<file path="config.mk">
export PLATFORM = sky130hd
export DESIGN_NAME = fdt_queue
export DESIGN_NICKNAME = d
export VERILOG_FILES = /design/src/rtl/fdt_queue.sv
export SDC_FILE = /design/constraint.sdc
export NUM_CORES = 1
export LEC_CHECK = 0
export BUFFER_PORTS_ARGS = -buffer_cell sky130_fd_sc_hd__buf_4
export CELL_PAD_IN_SITES_DETAIL_PLACEMENT = 1
export CELL_PAD_IN_SITES_GLOBAL_PLACEMENT = 1
export CORE_MARGIN = 4
export CORE_UTILIZATION = 43
export CTS_BUF_LIST = sky130_fd_sc_hd__clkbuf_16
export DETAILED_ROUTE_END_ITERATION = 12
export PLACE_DENSITY = 0.84
export SYNTH_ARGS = -nofsm -noshare
export SYNTH_HDL_FRONTEND = slang
export SYNTH_SLANG_ARGS = --single-unit
</file>
<file path="constraint.sdc">
create_clock -name i_clk -period 4 [get_ports i_clk]
set_input_delay 0.8 -clock i_clk [delete_from_list [all_inputs] [get_ports i_clk]]
set_output_delay 0.8 -clock i_clk [all_outputs]
set_load 0.1 [all_outputs]
</file>
<file path="src/rtl/fdt_queue.sv">
// Two-entry queue that decouples conversion from character output.
`timescale 1ns / 1ps

module fdt_queue #(
    parameter int WIDTH = 8
) (
    input  logic             i_clk,
    input  logic             i_rst_n,
    input  logic             i_valid,
    output logic             o_stall,
    input  logic [WIDTH-1:0] i_data,
    output logic             o_valid,
    input  logic             i_stall,
    output logic [WIDTH-1:0] o_data
);

    logic [WIDTH-1:0] r_mem [2];
    logic             r_wp;
    logic             r_rp;
    logic [1:0]       r_cnt;
    logic             w_push;
    logic             w_pop;

    assign o_stall = (r_cnt == 2'd2);
    assign o_valid = (r_cnt != 2'd0);
    assign o_data  = r_mem[r_rp];
    assign w_push  = i_valid && !o_stall;
    assign w_pop   = o_valid && !i_stall;

    // Pointers and fill count.
    always_ff @(posedge i_clk) begin
        if (!i_rst_n) begin
            r_wp  <= 1'b0;
            r_rp  <= 1'b0;
            r_cnt <= 2'd0;
        end else begin
            if (w_push) r_wp <= !r_wp;
            if (w_pop) r_rp <= !r_rp;
            r_cnt <= r_cnt + {1'b0, w_push} - {1'b0, w_pop};
        end
    end

    // Entry storage.
    always_ff @(posedge i_clk) begin
        if (w_push) r_mem[r_wp] <= i_data;
    end

endmodule

</file>
# Word-level counts from Yosys, hierarchy flattened
# Memory sizes are Yosys's and may differ from the RTL's. A register that Yosys moved wholly into a read port is not among the register bits.
# Index checks and enable logic that the tools add are counted.
[totals]
latch_bits = 0
memories = 1
input_bits = 12
output_inout_bits = 10
wordCells = 18
reg_bits = 4
ramBits = 16
rom_bits = 0
[memory_table]
columns = ["name", "depth", "word_bits", "rd", "rd_ports_with_merged_regs", "wr", "line_no", "text"]
rows = [
  ["r_mem", 2, 8, 1, 1, 1, "17", "logic [WIDTH-1:0] r_mem [2];"],
]
[classes]
mux = 4
n_eq_ne = 1
n_shift = 0
order_cmp = 0
n_reduce_logical = 7
bitwise = 0
div = 0
addsub = 2
multipliers = 0
[op_table]
columns = ["operator", "count"]
rows = [
  ["$logic_not 1->1", 4],
  ["$mux 1", 4],
  ["$add 2x1->2", 1],
  ["$eq 2x2->1 const B", 1],
  ["$logic_and 1x1->1", 2],
  ["$reduce_bool 2->1", 1],
  ["$sub 2x1->2", 1],
]

# Depth between registers and ports, before layout
# Gate-level depths: netlist of run 1.
[depth]
ltp_word = 5
mapped_depth = 8

# Worst setup path after synthesis of run 1
# OpenSTA, ideal clock, no wires.
[synth_timing]
kind = "reg2out"
startpoint = "register r_cnt[0]"
endpoint = "output o_stall"
path_buffers = 0
slack_ps = 2150
arrival_ps = 1050
t_required_ps = 3200
stages_incl_launch_ff = 3
cell_sequence = "dfxtp_1 nand2b_1 inv_1"
[synth_between]
elab_chain_cells = 1
[synth_lines]
columns = ["item", "line_no", "text"]
rows = [
  ["start, declared", "20", "logic [1:0] r_cnt;"],
  ["start signal, assigned", "39", "r_cnt <= r_cnt + {1'b0, w_push} - {1'b0, w_pop};"],
  ["$eq 2x2->1", "24", "assign o_stall = (r_cnt == 2'd2);"],
  ["end, declared", "10", "output logic o_stall,"],
]
# No other way between the ends.

==> results of run 1 <==
[sequential cells by signal, summed over array words and instances, names as in the netlist, named ones only]
register,flops
r_mem,16
r_cnt,2
r_rp,1
r_wp,1
[worst min-delay path, delay by kind of cell, from the launching register on]
kind          cells  cell delay [ns]
flops             1             0.30
mux               1             0.06
simple gates      1             0.07
[per-layer routing]
metal	track usage [%]	part of all wire [%]
met2	23.2	54
met4	6.55	1.4
met1	13.6	38
met3	3.44	5.8
met5	0	0
[synthesized netlist by cell type (all sizes together)]
library cell   n  area [sq um]
and2           1          6.26
and3           1          6.26
and3b          1          8.76
buf            1          5.00
dfxtp          5           100
edfxtp        16           480
ha             2          25.0
inv            2          7.51
mux2           8          90.1
mux2i          3          30.0
nand2          4          15.0
nand2b         3          18.8
nor2           2          7.51
nor2b          1          13.8
or2            1          8.76
xor2           1          8.76
[path summary, 6_finish.rpt]
path	cells past startpoint	from	slack, ns	end
hold reg to reg	2	r_rp$_SDFFE_PN0P_	0.48	r_rp$_SDFFE_PN0P_
setup reg to reg	8	r_cnt[1]$_SDFF_PN0_	2.25	r_cnt[1]$_SDFF_PN0_
hold / removal	2	r_rp$_SDFFE_PN0P_	0.48	r_rp$_SDFFE_PN0P_
setup / recovery	2	flop	1.80	o_data[1]
[cell families after synthesis]
kind of cell	synth area share [%]
DFF	69.8
xor gates and xnor gates	1.05
adders and majority gates	3.01
buffers and inverters	1.50
and+or+nand+nor	10.2
muxes	14.4
[final cells by class]
| class | instances | area (sq um) |
|---|---|---|
| tap | 25 | 31.3 |
| inverter | 2 | 7.51 |
| sequential | 21 | 581 |
| clock inverter | 1 | 5.00 |
| clock buffer | 3 | 75.1 |
| fill | 188 | 687 |
| multi-input combinational | 28 | 239 |
| timing repair buffer | 21 | 158 |
[metrics by stage]
stage / utilization (%) / hold WS (ns) / std cells / setup WS [ns] / area (sq um)
2_1_floorplan: - / 0.452 / 52 / 2.15 / 832
3_3_place_gp: 57.0 / 0.467 / 97 / 2.00 / 1020
3_5_place_dp: 57.0 / 0.480 / 97 / 1.92 / 1020
4_1_cts: 61.5 / 0.488 / 101 / 1.76 / 1100
5_1_grt: 61.5 / 0.508 / 101 / 1.72 / 1100
6_report: 61.5 / 0.482 / 101 / 1.80 / 1100
==> summary.md, run 1 <==
| Metric | Value |
|---|---|
| Status | `completed` |
| Nets | `just over 90` |
| Post-Route WL | `between 1.5 and 2 mm` |
| Sequential element share of the synthesized area | `69.8%` |
| Pin count of the biggest net entering global routing | `13` |
| Core Area | `0.00178 sq mm` |
| Max-slew violation count | `0` |
| RePlAce Congestion | `~0.70` |
| Clock input transition at the sequential cells of the worst setup and hold paths | `roughly 0.050 ns` |
| Crit. End Element | `output port` |
| Worst path required time | `roughly 3.2 ns` |
| CTS Buf Count | `3` |
| # DRC | `0` |
| Tightest Pin Transition | `0.665 ns` |
| Cell Chain, Critical Path | `mux2_2 -> buf_4` |
| Syn_nets | `66` |
| # IOs | `22` |
| Min cycle time layout | `between 2 and 2.5 ns` |
| CTS sink count | `21` |
| Post-synthesis register bit count | `21` |
| Clock Tree Root | `clkbuf_16` |
| Fin crit share | `a little over half` |
| FP Rows | `15` |
| Worst skew pair latency | `roughly 0.25 ns` |
| CTS H-tree lvls | `1` |
| Initial antenna violation count | `0` |
| Remaining antenna violation count | `0` |
| Layout cell share with drive strength beyond 1 | `approximately 46%` |
| Vias in the first global route | `531` |
| Total grt overflow | `0` |
| Final hold violation count | `0` |
| Most common cell after layout, fill and taps aside | `buf_4` |
| DR WL/cell | `between 10 and 15 um` |
| First-pass GRT wire length | `2.39 mm` |
| Fin Setup TNS | `0 ns` |
| Startpoint Class | `flop` |
| DIE WIDTH | `between 50 and 60 um` |
| CTS tree | `built` |
| Dpl hpwl | `1.12 mm` |
| Die Footprint | `0.00270 sq mm` |
| Final clock skew | `0.00148 ns` |
| CP delay by family, top | `flip-flops` |
| Diodes inserted | `0` |
| Synth-to-layout area growth | `31.7%` |
| HP Class | `reg2reg` |
| Synthesized cell area | `approximately 830 sq um` |
| Initial Util | `between 40 and 50%` |
| Fmax | `0.455 GHz` |
| WP data arrival | `around 1.4 ns` |
| Netlist cell types | `16` |
| Slew HR | `55.5%` |
| Vias/cell | `between 4 and 5` |
| Port Buffers | `21` |
| Post-CTS sizing | `0` |
| Starting DRT DRC Count | `5` |
| Post-CTS setup repair buffer count | `0` |
| Clock buffer depth | `2` |
| Drt first pass iters | `3` |
| Die Span Y | `~52 um` |
| Max cap viols | `0` |
| Syn Area/Cell | `about 16 sq um` |
| GRT Util Overall | `approximately an eighth` |
| WS Path Type | `reg2out` |
| Endpoints failing setup | `0` |
| Hold-fix buffers, CTS | `0` |
| Slowest CP cell | `dfxtp_1` |
| Commonest non-fill, non-tap cells in the layout | `buf_4, edfxtp_1, mux2_2, dfxtp_1, nand2_1` |
| Max incr delay on CP | `approximately 0.52 ns` |
| DR vias | `about 470` |
| Worst path bufs/invs | `1` |
| Worst Path Max Fanout | `8` |
| Synthesized instance count | `52` |
| Warnings from Yosys | `0` |
| Unrepaired setup endpoints after global routing | `false` |
Power of run 1 is left out: the tool's default activity adds up to more than one toggle a clock period on the data nets, which glitch-free logic cannot reach.
==> run 2: changes to the inputs <==
--- a/config.mk
+++ b/config.mk
@@ -9,10 +9,10 @@
 export CELL_PAD_IN_SITES_DETAIL_PLACEMENT = 1
 export CELL_PAD_IN_SITES_GLOBAL_PLACEMENT = 1
 export CORE_MARGIN = 4
-export CORE_UTILIZATION = 43
+export CORE_UTILIZATION = 40
 export CTS_BUF_LIST = sky130_fd_sc_hd__clkbuf_16
 export DETAILED_ROUTE_END_ITERATION = 12
-export PLACE_DENSITY = 0.84
+export PLACE_DENSITY = 0.79
 export SYNTH_ARGS = -nofsm -noshare
 export SYNTH_HDL_FRONTEND = slang
 export SYNTH_SLANG_ARGS = --single-unit
==> constraint.sdc (replaced) <==
create_clock -name i_clk -period 2.05 [get_ports i_clk]
set_input_delay 0.41 -clock i_clk [delete_from_list [all_inputs] [get_ports i_clk]]
set_output_delay 0.41 -clock i_clk [all_outputs]
set_load 0.1 [all_outputs]
==> run 2 against run 1 <==
Non-clock buffer count rose by 1. Clock-buffer cell count did not move. Via count rose by 0.85%. Critical path depth did not move. Critical path type unchanged.
==> summary.md, run 2 (synthesized netlist as in run 1, its figures left out) <==
| Metric | Value |
|---|---|
| Slew HR | `between 70% and 80%` |
| Core Area | `0.00196 sq mm` |
| DR WL/cell | `between 10 and 15 um` |
| Starting DRT DRC Count | `4` |
| DIE WIDTH | `approximately 54 um` |
| CTS Buf Count | `3` |
| CTS H-tree lvls | `1` |
| Reg-to-Reg Start | `r_cnt[1]$_SDFF_PN0_` |
| Startpoint Class | `flop` |
| Worst Path Max Fanout | `8` |
| Diodes inserted | `0` |
| Tightest Pin Transition | `0.385 ns` |
| Multi-input logic area | `around 240 sq um` |
| Fin Setup TNS | `0 ns` |
| First-pass GRT wire length | `about 2.2 mm` |
| Sequential cell area | `just under 600 sq um` |
| WS Path Type | `reg2out` |
| Remaining antenna violation count | `0` |
| Max-slew violation count | `0` |
| Dpl cell area | `between 0.001 and 0.0015 sq mm` |
| Register name with the most flops | `r_mem` |
| Largest registers | `r_mem (16), r_cnt (2)` |
| Nets | `92` |
| Hold-fix buffers, CTS | `0` |
| Synth-to-layout area growth | `32.9%` |
| Fill count | `around 210` |
| Setup ws final | `around 0.25 ns` |
| Pre-CTS setup slack | `between 0.2 and 0.3 ns` |
| Post-CTS sizing | `0` |
| R2R setup slack | `about 0.3 ns` |
| Dpl hpwl | `roughly 1.1 mm` |
| WP data arrival | `around 1.4 ns` |
| # IOs | `22` |
| Min-Delay Endpoint | `r_mem[1][1]$_DFFE_PP_` |
| Worst Hold Depth | `1` |
| Clock input transition at the sequential cells of the worst setup and hold paths | `around 0.050 ns` |
| Vias in the first global route | `approximately 510` |
| Vias/cell | `around 4.6` |
| CTS sink count | `21` |
| DR vias | `~480` |
| Port Buffers | `21` |
| Total grt overflow | `0` |
| Drt first pass iters | `4` |
| Worst path required time | `around 1.6 ns` |
| Clock buffer depth | `2` |
| Crit. End Element | `output port` |
| RePlAce Congestion | `~0.65` |
| Clock Tree Root | `clkbuf_16` |
| # DRC | `0` |
| Final hold violation count | `0` |
| Worst r2r path cells | `8` |
| Final clock skew | `~0.0024 ns` |
| GRT Util Overall | `11.3%` |
| Commonest non-fill, non-tap cells in the layout | `buf_4, edfxtp_1, mux2_2, dfxtp_1, nand2_1` |
| Post-Route WL | `1.41 mm` |
| Layout cell share with drive strength beyond 1 | `a little under half` |
| Die Footprint | `between 0.002 and 0.003 sq mm` |
| Max cap viols | `0` |
| Worst hold start | `i_data[1]` |
| Status | `completed` |
| Fin crit share | `between 80% and 90%` |
| FF-to-FF End | `r_cnt[1]$_SDFF_PN0_` |
| Worst skew pair latency | `~0.25 ns` |
| Pin count of the biggest net entering global routing | `13` |
| HP Class | `in2reg` |
| Initial Util | `~42%` |
| Max reg flops | `16` |
| Endpoints failing setup | `0` |
| Most common cell after layout, fill and taps aside | `buf_4` |
| CTS tree | `built` |
| Unrepaired setup endpoints after global routing | `false` |
| Die Span Y | `roughly 54 um` |
| Post-route cell area | `around 0.0011 sq mm` |
| Post-CTS setup repair buffer count | `0` |
| FP Rows | `16` |
| Fmax | `about 0.56 GHz` |
| Min cycle time layout | `between 1.5 and 2 ns` |
| Initial antenna violation count | `0` |
==> run 2: metrics by stage <==
stage	hold slack, ns	std cells	utilization, %
after floorplan	0.452	52	-
after global placement	0.467	100	52.3
after detailed placement	0.481	100	52.3
after CTS	0.343	104	56.4
after global routing	0.343	104	56.4
final	0.348	104	56.4
==> run 2: how the worst max path moves through the flow <==
stage | start | to | slack (ns) | cells after the start
floorplan | r_cnt[1]$_SDFF_PN0_ | r_cnt[1]$_SDFF_PN0_ | 0.23 | 8
global placement | r_cnt[1]$_SDFF_PN0_ | r_cnt[1]$_SDFF_PN0_ | 0.36 | 8
detailed placement | r_cnt[1]$_SDFF_PN0_ | r_cnt[1]$_SDFF_PN0_ | 0.29 | 8
CTS | flop | o_data[2] | 0.23 | 2
global route | flop | o_data[2] | 0.19 | 2
finish | flop | o_data[2] | 0.25 | 2
==> run 2: final cells by class <==
class	instances	share of cell area [%]
repair buffers	22	14.9
well taps	27	3.05
clock inverters	1	0.452
flip-flops and latches	21	52.5
multi-input cells	28	21.6
clock buffers	3	6.79
inverters	2	0.679
==> run 2: layer usage <==
metal	wire (um)	GRT usage [%]	part of all wire, %	vias up
li1	-	-	-	236
met1	555	12.6	39	229
met2	767	20.4	54	12
met3	91	3.88	6.4	0
met4	0	2.55	0	0
met5	0	0	0	-
==> run 2: worst max-delay path, cell delays in order (launching register included) <==
cell	delay (ns)
dfxtp_1	0.52
mux2_2	0.38
buf_4	0.23
Power of run 2 is left out for the same reason.
