File: config.mk
export PLATFORM = sky130hd
export DESIGN_NAME = fdt_back
export DESIGN_NICKNAME = d
export VERILOG_FILES = /design/src/rtl/fdt_pkg.sv /design/src/rtl/fdt_back.sv
export SDC_FILE = /design/constraint.sdc
export NUM_CORES = 1
export LEC_CHECK = 0
export BUFFER_PORTS_ARGS = -buffer_cell sky130_fd_sc_hd__buf_2
export CAP_MARGIN = 30
export CORE_MARGIN = 10
export CORE_UTILIZATION = 30
export CTS_BUF_LIST = sky130_fd_sc_hd__clkbuf_8 sky130_fd_sc_hd__clkbuf_16
export DETAILED_ROUTE_END_ITERATION = 10
export GPL_ROUTABILITY_DRIVEN = 0
export MAX_ROUTING_LAYER = met4
export PLACE_DENSITY = 0.57
export SYNTH_ARGS = -nofsm -noshare
export SYNTH_HDL_FRONTEND = slang
export SYNTH_SLANG_ARGS = --single-unit
export TNS_END_PERCENT = 10
File: constraint.sdc
create_clock -name i_clk -period 5.6 [get_ports i_clk]
set_input_delay 1.12 -clock i_clk [delete_from_list [all_inputs] [get_ports i_clk]]
set_output_delay 1.12 -clock i_clk [all_outputs]
set_load 0.02 [all_outputs]
File: src/rtl/fdt_pkg.sv
// Types, constants and helpers shared by the decimal formatter modules.
`timescale 1ns / 1ps

package fdt_pkg;

    // Default parameter values.
    localparam int INT_DIGITS_DEF = 10;
    localparam int FRAC_BITS_DEF  = 32;

    // Character codes and precision limits.
    localparam logic [7:0] ASCII_ZERO      = 8'd48;
    localparam logic [7:0] ASCII_DOT       = 8'd46;
    localparam logic [3:0] DEFAULT_DIGITS  = 4'd6;
    localparam logic [3:0] MAX_FRAC_DIGITS = 4'd9;

    // Reciprocal of ten: floor(x / 10) == (x * RECIP_10) >> RECIP_SHIFT for any 32-bit x.
    localparam logic [31:0] RECIP_10    = 32'hCCCC_CCCD;
    localparam int          RECIP_SHIFT = 35;

    // Input item.
    typedef struct packed {
        logic [30:0] integer_part;
        logic [31:0] fraction_part;
    } t_in_item;

    // Result item.
    typedef struct packed {
        logic [7:0] char_code;
        logic       last_char;
    } t_out_item;

    // Width of a count that holds 0..n.
    function automatic int count_width(input int n);
        return $clog2(n + 1);
    endfunction

    // Width of an index over n entries, never below one bit.
    function automatic int index_width(input int n);
        return (n > 1) ? $clog2(n) : 1;
    endfunction

    // Width of one job record passed from front to back.
    function automatic int job_width(input int int_digits, input int frac_bits);
        return int_digits * 4 + count_width(int_digits) + frac_bits + 4;
    endfunction

endpackage

File: src/rtl/fdt_back.sv
// Back end: unless stalled, emits one job character per cycle via an output register.
`timescale 1ns / 1ps

module fdt_back
    import fdt_pkg::*;
#(
    parameter int INT_DIGITS = INT_DIGITS_DEF,
    parameter int FRAC_BITS  = FRAC_BITS_DEF
) (
    input  logic                                   i_clk,
    input  logic                                   i_rst_n,
    input  logic                                   i_job_valid,
    output logic                                   o_job_stall,
    input  logic [job_width(INT_DIGITS, FRAC_BITS)-1:0] i_job,
    output logic                                   o_valid,
    input  logic                                   i_stall,
    output t_out_item                              o_item
);

    localparam int NDIG_W = count_width(INT_DIGITS);
    localparam int IDX_W  = index_width(INT_DIGITS);

    typedef struct packed {
        logic [INT_DIGITS-1:0][3:0] digs;
        logic [NDIG_W-1:0]          ndig;
        logic [FRAC_BITS-1:0]       frac;
        logic [3:0]                 fdig;
    } t_job;

    typedef enum logic [3:0] {
        P_IDLE = 4'b0001,
        P_INT  = 4'b0010,
        P_DOT  = 4'b0100,
        P_FRAC = 4'b1000
    } t_phase;

    t_phase                     r_phase, n_phase;
    logic [INT_DIGITS-1:0][3:0] r_digs;
    logic [IDX_W-1:0]           r_idx;
    logic [FRAC_BITS-1:0]       r_frac;
    logic [3:0]                 r_fcnt;
    logic                       r_oval;
    t_out_item                  r_out;

    t_job                 w_job;
    logic [FRAC_BITS+3:0] w_prod;
    logic                 w_advance;
    logic                 w_load;
    logic                 w_emit;
    t_out_item            w_char;

    assign w_job       = i_job;
    assign o_job_stall = (r_phase != P_IDLE);
    assign w_load      = i_job_valid && !o_job_stall;
    assign w_advance   = !r_oval || !i_stall;

    // Ten times the remaining fraction; the top nibble is the next digit.
    assign w_prod = ({4'd0, r_frac} << 3) + ({4'd0, r_frac} << 1);

    // Character for the current phase and the phase after it.
    always_comb begin
        n_phase = r_phase;
        w_emit  = 1'b0;
        w_char  = '{char_code: ASCII_DOT, last_char: 1'b0};
        unique case (r_phase)
            P_IDLE: begin
                if (w_load) n_phase = P_INT;
            end
            P_INT: begin
                w_emit           = 1'b1;
                w_char.char_code = ASCII_ZERO + {4'd0, r_digs[r_idx]};
                if (w_advance && r_idx == '0) n_phase = P_DOT;
            end
            P_DOT: begin
                w_emit = 1'b1;
                if (w_advance) n_phase = P_FRAC;
            end
            P_FRAC: begin
                w_emit           = 1'b1;
                w_char.char_code = ASCII_ZERO + {4'd0, w_prod[FRAC_BITS+3:FRAC_BITS]};
                w_char.last_char = (r_fcnt == 4'd1);
                if (w_advance && r_fcnt == 4'd1) n_phase = P_IDLE;
            end
            default: n_phase = P_IDLE;
        endcase
    end

    // Phase and output valid.
    always_ff @(posedge i_clk) begin
        if (!i_rst_n) begin
            r_phase <= P_IDLE;
            r_oval  <= 1'b0;
        end else begin
            r_phase <= n_phase;
            if (w_advance) r_oval <= w_emit;
        end
    end

    // Job working registers and the output register.
    always_ff @(posedge i_clk) begin
        if (w_load) begin
            r_digs <= w_job.digs;
            r_idx  <= IDX_W'(w_job.ndig - NDIG_W'(1));
            r_frac <= w_job.frac;
            r_fcnt <= w_job.fdig;
        end else if (w_advance) begin
            if (r_phase == P_INT && r_idx != '0) r_idx <= r_idx - IDX_W'(1);
            if (r_phase == P_FRAC) begin
                r_frac <= w_prod[FRAC_BITS-1:0];
                r_fcnt <= r_fcnt - 4'd1;
            end
        end
        if (w_advance && w_emit) r_out <= w_char;
    end

    assign o_valid = r_oval;
    assign o_item  = r_out;

endmodule

-- Word-level counts from Yosys, hierarchy flattened
Cells that the tools add are included.
- add/subtract/negate cells: 6
- magnitude comparators: 1
- reductions and logical operators: 18
- muxes and demuxes: 18
- eq/ne operators: 10
- operators with widths (kind ; number):
    32-bit two-way mux ; 3
    4-bit two-way mux ; 11
    35-bit by 33-bit adder with 36-bit output ; 1
    4-bit binary-select mux with 4-bit select ; 1
    4-bit one-hot mux with 4 select lines ; 1
    6-bit by 4-bit adder with 7-bit output (first input constant) ; 2
    7-bit one-hot mux with 2 select lines ; 1
    4-bit by 1-bit subtractor with 4-bit output (second input constant) ; 3
    4-bit by 1-bit == test with 1-bit output (second input constant) ; 2
    2-bit inequality test (second input constant) ; 4
    2-bit nonzero test ; 3
    1-bit logical AND ; 5
    4-bit by 5-bit less-than comparator with 1-bit output (second input constant) ; 1
    4-bit by 2-bit == test with 1-bit output (second input constant) ; 1
    4-bit by 3-bit == test with 1-bit output (second input constant) ; 1
    4-bit == test (second input constant) ; 1
    4-bit zero test ; 1
    4-bit by 1-bit inequality test with 1-bit output (second input constant) ; 1
    2-bit AND reduction ; 2
    4-bit AND reduction ; 1
    4-bit nonzero test ; 1
    1-bit zero test ; 3
    3-bit OR reduction ; 1
    1-bit logical OR ; 1
    1-bit two-way mux ; 1
- word-level logic and storage cells: 70
- input port bits: 84
- flip-flop bits (word level): 94
- output and inout port bits: 11

-- Depth between registers and ports, before layout
- word-level depth: 5
- depth in mapped cells: 9
- mapped depth without buffers: 9

-- Worst setup path before layout
No wires, ideal clock.
- path type: in2reg
- from: in i_stall
- to: reg r_fcnt[0] (enable)
- path slack: 1.258 ns
- setup time: 0.479 ns
- arrival time: 3.863 ns
- required time: 5.121 ns
- path buffers: 0
- stages: 2
- cells stage by stage: and2_1 -> o21ai_0
- cells in the longest elaborated chain, start to end: 4
- ends and longest elaborated chain (what ; line ; source):
    start: declaration ; fdt_back.sv:16 ; input logic i_stall,
    1-bit zero test ; fdt_back.sv:55 ; assign w_advance = !r_oval || !i_stall;
    1-bit logical OR ; fdt_back.sv:55 ;
    2-bit nonzero test (no line) ; n/a ;
    2-bit AND reduction (no line) ; n/a ;
    end signal: assignment ; fdt_back.sv:105 ; r_fcnt <= w_job.fdig;
    end signal: assignment ; fdt_back.sv:110 ; r_fcnt <= r_fcnt - 4'd1;
    end: declaration ; fdt_back.sv:41 ; logic [3:0] r_fcnt;
No other way between the ends.
A chain may end at the register's enable or synchronous reset.

-- Worst setup path after layout
- from: reg r_phase[1]
- to: reg r_idx[3] (data pin)
- cells in the longest elaborated chain, start to end: 4
- ends and longest elaborated chain (what ; line ; source):
    start: declaration ; fdt_back.sv:37 ; t_phase r_phase, n_phase;
    start signal: assignment ; fdt_back.sv:94 ; r_phase <= n_phase;
    4-bit by 1-bit inequality test with 1-bit output ; fdt_back.sv:53 ; assign o_job_stall = (r_phase != P_IDLE);
    1-bit zero test ; fdt_back.sv:54 ; assign w_load = i_job_valid && !o_job_stall;
    1-bit logical AND ; fdt_back.sv:54 ;
    4-bit two-way mux ; fdt_back.sv:101 ; if (w_load) begin
    end signal: assignment ; fdt_back.sv:103 ; r_idx <= IDX_W'(w_job.ndig - NDIG_W'(1));
    end signal: assignment ; fdt_back.sv:107 ; if (r_phase == P_INT && r_idx != '0) r_idx <= r_idx - IDX_W'(1);
    end: declaration ; fdt_back.sv:39 ; logic [IDX_W-1:0] r_idx;
No other way between the ends.

==> summary.md <==
The die is 157 um tall. TritonCTS created 9 clock buffers. The type of origin of the critical path was a register. The fraction of final layout cells with drive strength greater than 1 was 22.6%. Leaving out fill and tap cells, the most frequent cells in the layout are sky130_fd_sc_hd__buf_2, sky130_fd_sc_hd__edfxtp_1, sky130_fd_sc_hd__nand2_1.

Of all nets on the critical path, the largest fanout is 49. For this block, the via count after detailed routing is 4,298. The number of nets in the finished design was 729. The finished cells cover 6570 sq um. Global routing finished with a remaining overflow of 0.

TritonCTS built the clock tree. The first global-routing pass estimated 22.8 mm of wire. The logs give 47.0% for the headroom to the max-slew limit and 0.000196 V for the peak ir drop on the vdd network. Fill cells in the final layout number 1,819. Leaving out fill and tap cells, the most frequent cell in the layout is sky130_fd_sc_hd__buf_2.

After clock tree synthesis, the clock-pin slew on the worst setup and hold paths is 0.07 ns. From left edge to right edge, the die measures 157 um. For the pin with the worst max-slew slack, the measured transition is 0.796 ns. The instance count of the mapped netlist was 532; the level count of the clock H-tree was 3. After detailed routing, the average wire length per cell comes to 16.6 um.

The number of cells upsized or downsized after cts was 0. For this configuration, the core starts out at a cell density of 30.9%. Summed over all failing endpoints, the final setup total negative slack is 0 ns.

The cell with the largest stage delay on the worst path was sky130_fd_sc_hd__inv_2. The clock latency on the worst-skew pair was 0.36 ns; the proportion of synthesized flip-flops having asynchronous set or reset was 0%. STA classifies the critical path endpoint as a register. In this design, the largest share of critical-path delay is due to buffers and inverters. Once detailed placement completed, the half-perimeter wirelength came to 10.8 mm. Yosys mapped a number of flops with a built-in enable equal to 86.

The run gives 0 as the max-capacitance violation count. Setup repair after global routing left no endpoint under its margin. The die outline area is 24,600 sq um, and the largest net degree at the start of global routing is 50. The tools report the startpoint of the worst-slack reg-to-reg timing path as r_phase[1]. For this design the ratio of total power to cell area is 488 nW/um^2.

In this run the worst hold path is classified as register to register. Power comes to 3200 uW. The mapped netlist covers 5610 sq um.

By area the synthesized netlist is led by sky130_fd_sc_hd__edfxtp_1, sky130_fd_sc_hd__ha_1, sky130_fd_sc_hd__a21oi_1, sky130_fd_sc_hd__nand2_1, sky130_fd_sc_hd__mux4_2. The run gives 5.70 ns as the critical path required time. The clock passes through at most 2 buffers. The tools report the count of routing violations after the opening detailed-route iteration as 240. In the global route stage, overall resource usage came out at 12.0%. Final critical path time including I/O delays and setup: 3.11 ns. Once the clock tree was built, the setup fixing pass inserted 0 buffers. The flow ran to the end, and the final reports show no timing, DRC or antenna violations. Synthesis-to-finish area growth: 17.1%. For the area after detailed placement, the log shows 6250 sq um. The logs give 47.8% for the register area share after synthesis and 0.00254 uW for the leakage power figure. In this design, the critical path's most frequently occurring cell is sky130_fd_sc_hd__buf_4. The tree is rooted in a sky130_fd_sc_hd__clkbuf_16. Tracing the worst setup path back leads to its startpoint at r_phase[1]. The number of antenna violations at the first check in global routing is 1.

In the finished design, the share of the clock period the worst path needs comes to 55.6%. Count of standard-cell rows: 49. In this run the biggest area consumer among cell types represents 46.0% of the synthesized area.

The count of final max-slew check failures is 0. The count of endpoints failing hold in the final timing report was 0; the flip-flop and latch count after synthesis was 91. The biggest cell delay along the critical path works out to 0.60 ns. The signal on the critical path passes through or2_2 > nor3b_1 > nand2_1 > buf_4 > inv_2 > buf_4 > nor2_1 > a21oi_1 > xor2_1. The final layout contains routed wiring with a total length of 14.0 mm. Summed over all instances, the cell type with the most area after synthesis is sky130_fd_sc_hd__edfxtp_1. The via count of the first global-routing pass was 4,411; the number of buffers inserted by port buffering was 91. The I/O pin total is 95. The run gives 0 as the detailed-route DRC error count. The primary flip-flop cell chosen by synthesis mapping was sky130_fd_sc_hd__edfxtp_1. For this design, the sink count on the clock tree is 91. Using the TritonRoute via totals, the vias-per-cell ratio works out to 5.08.

The critical path buffer and inverter count works out to 3. The core region is 18,100 sq um. The worst endpoint data arrival time is 3.22 ns, and the maximum clock frequency is 0.321 GHz. On the final layout, the worst hold slack is 0.511 ns. Setup violations remaining at the end of the flow were counted as 0. The average instance in the mapped netlist occupies 10.5 sq um. Once detail routing completed, the nets flagged for antenna violations numbered 0. The logs give 6 for the first-pass detailed-route iteration total and 0.00747 ns for the post-route clock skew.

The critical path is of the register to register type. The run gives 0 as the post-cts hold buffer count. The tools report the yosys synthesis warning count as 0.

The netlist uses 66 different library cells. The worst hold path begins at r_phase[1].
==> Yosys cell counts (all sizes together), types with 5 or more instances <==
master,count
a211oi,5
a21boi,6
a21o,7
a21oi,58
a31oi,8
buf,14
clkbuf,13
dfxtp,5
edfxtp,86
ha,33
inv,17
mux2i,10
mux4,8
nand2,62
nand3,13
nand4,5
nor2,45
nor3,11
o21ai,35
o31ai,5
xnor2,14
xor2,12
==> report_power, final <==
part	total [uW]	internal (uW)	switching (uW)	leakage (uW)
logic	1550	618	933	0.00153
registers	1030	933	92.6	0.000856
clock network	629	322	307	0.000153
total	3200	1870	1330	0.00254
==> state kept, by name, summed over array words and instances, names as in the netlist <==
register and count:
r_digs 40, r_frac 32, o_item 6, r_fcnt 4
r_idx 4, r_phase 4, o_valid 1
==> kinds of logic (layout without fill, tap and decap cells) <==
family / after synthesis / count (layout) / share of synthesized area, %
and+or+nand+nor: 163 / 163 / 13.3
AOI/OAI and AO/OA: 151 / 151 / 17.9
xor gates and xnor gates: 26 / 26 / 4.06
buffers and inverters: 44 / 127 / 3.43
DFF: 91 / 91 / 47.8
muxes: 21 / 21 / 5.60
other: 2 / 4 / 0.134
adders and majority gates: 34 / 34 / 7.72
==> final cells by class <==
cell class | instances | area, sq um | area share [%]
antenna | 1 | 2.50 | 0.0381
inverter | 17 | 63.8 | 0.971
clock inverter | 7 | 88.8 | 1.35
multi-input combinational | 398 | 2740 | 41.7
clock buffer | 9 | 225 | 3.43
tap | 229 | 287 | 4.36
timing repair buffer | 94 | 478 | 7.28
sequential | 91 | 2680 | 40.8
==> metrics by stage <==
stage | utilization [%] | cells | setup WS (ns)
after floorplan | - | 533 | 1.26
after global placement | 34.5 | 829 | 2.33
after detailed placement | 34.5 | 829 | 2.25
after CTS | 36.2 | 845 | 2.46
after global routing | 36.2 | 846 | 2.22
final | 36.2 | 846 | 2.49
==> final timing paths <==
path           endpoint  slack, ns  depth (start not counted)
max reg2reg    r_idx[3]       2.49                          9
max            r_idx[3]       2.49                          9
min          r_phase[1]       0.51                          2
min reg2reg  r_phase[1]       0.51                          2
==> worst min-delay path: stages (launching register included) <==
cell and delay, ns:
sky130_fd_sc_hd__dfxtp_1 0.33, sky130_fd_sc_hd__nand2b_1 0.08, sky130_fd_sc_hd__a21boi_1 0.06
==> metal layers <==
metal,vias to the layer above,GRT usage [%],wire length (um)
met5,-,-,0
met1,2016,14.9,6510
li1,2157,-,-
met3,10,3.34,765
met4,0,3.10,136
met2,115,18.8,6620
(Power assumes the default switching activity.)
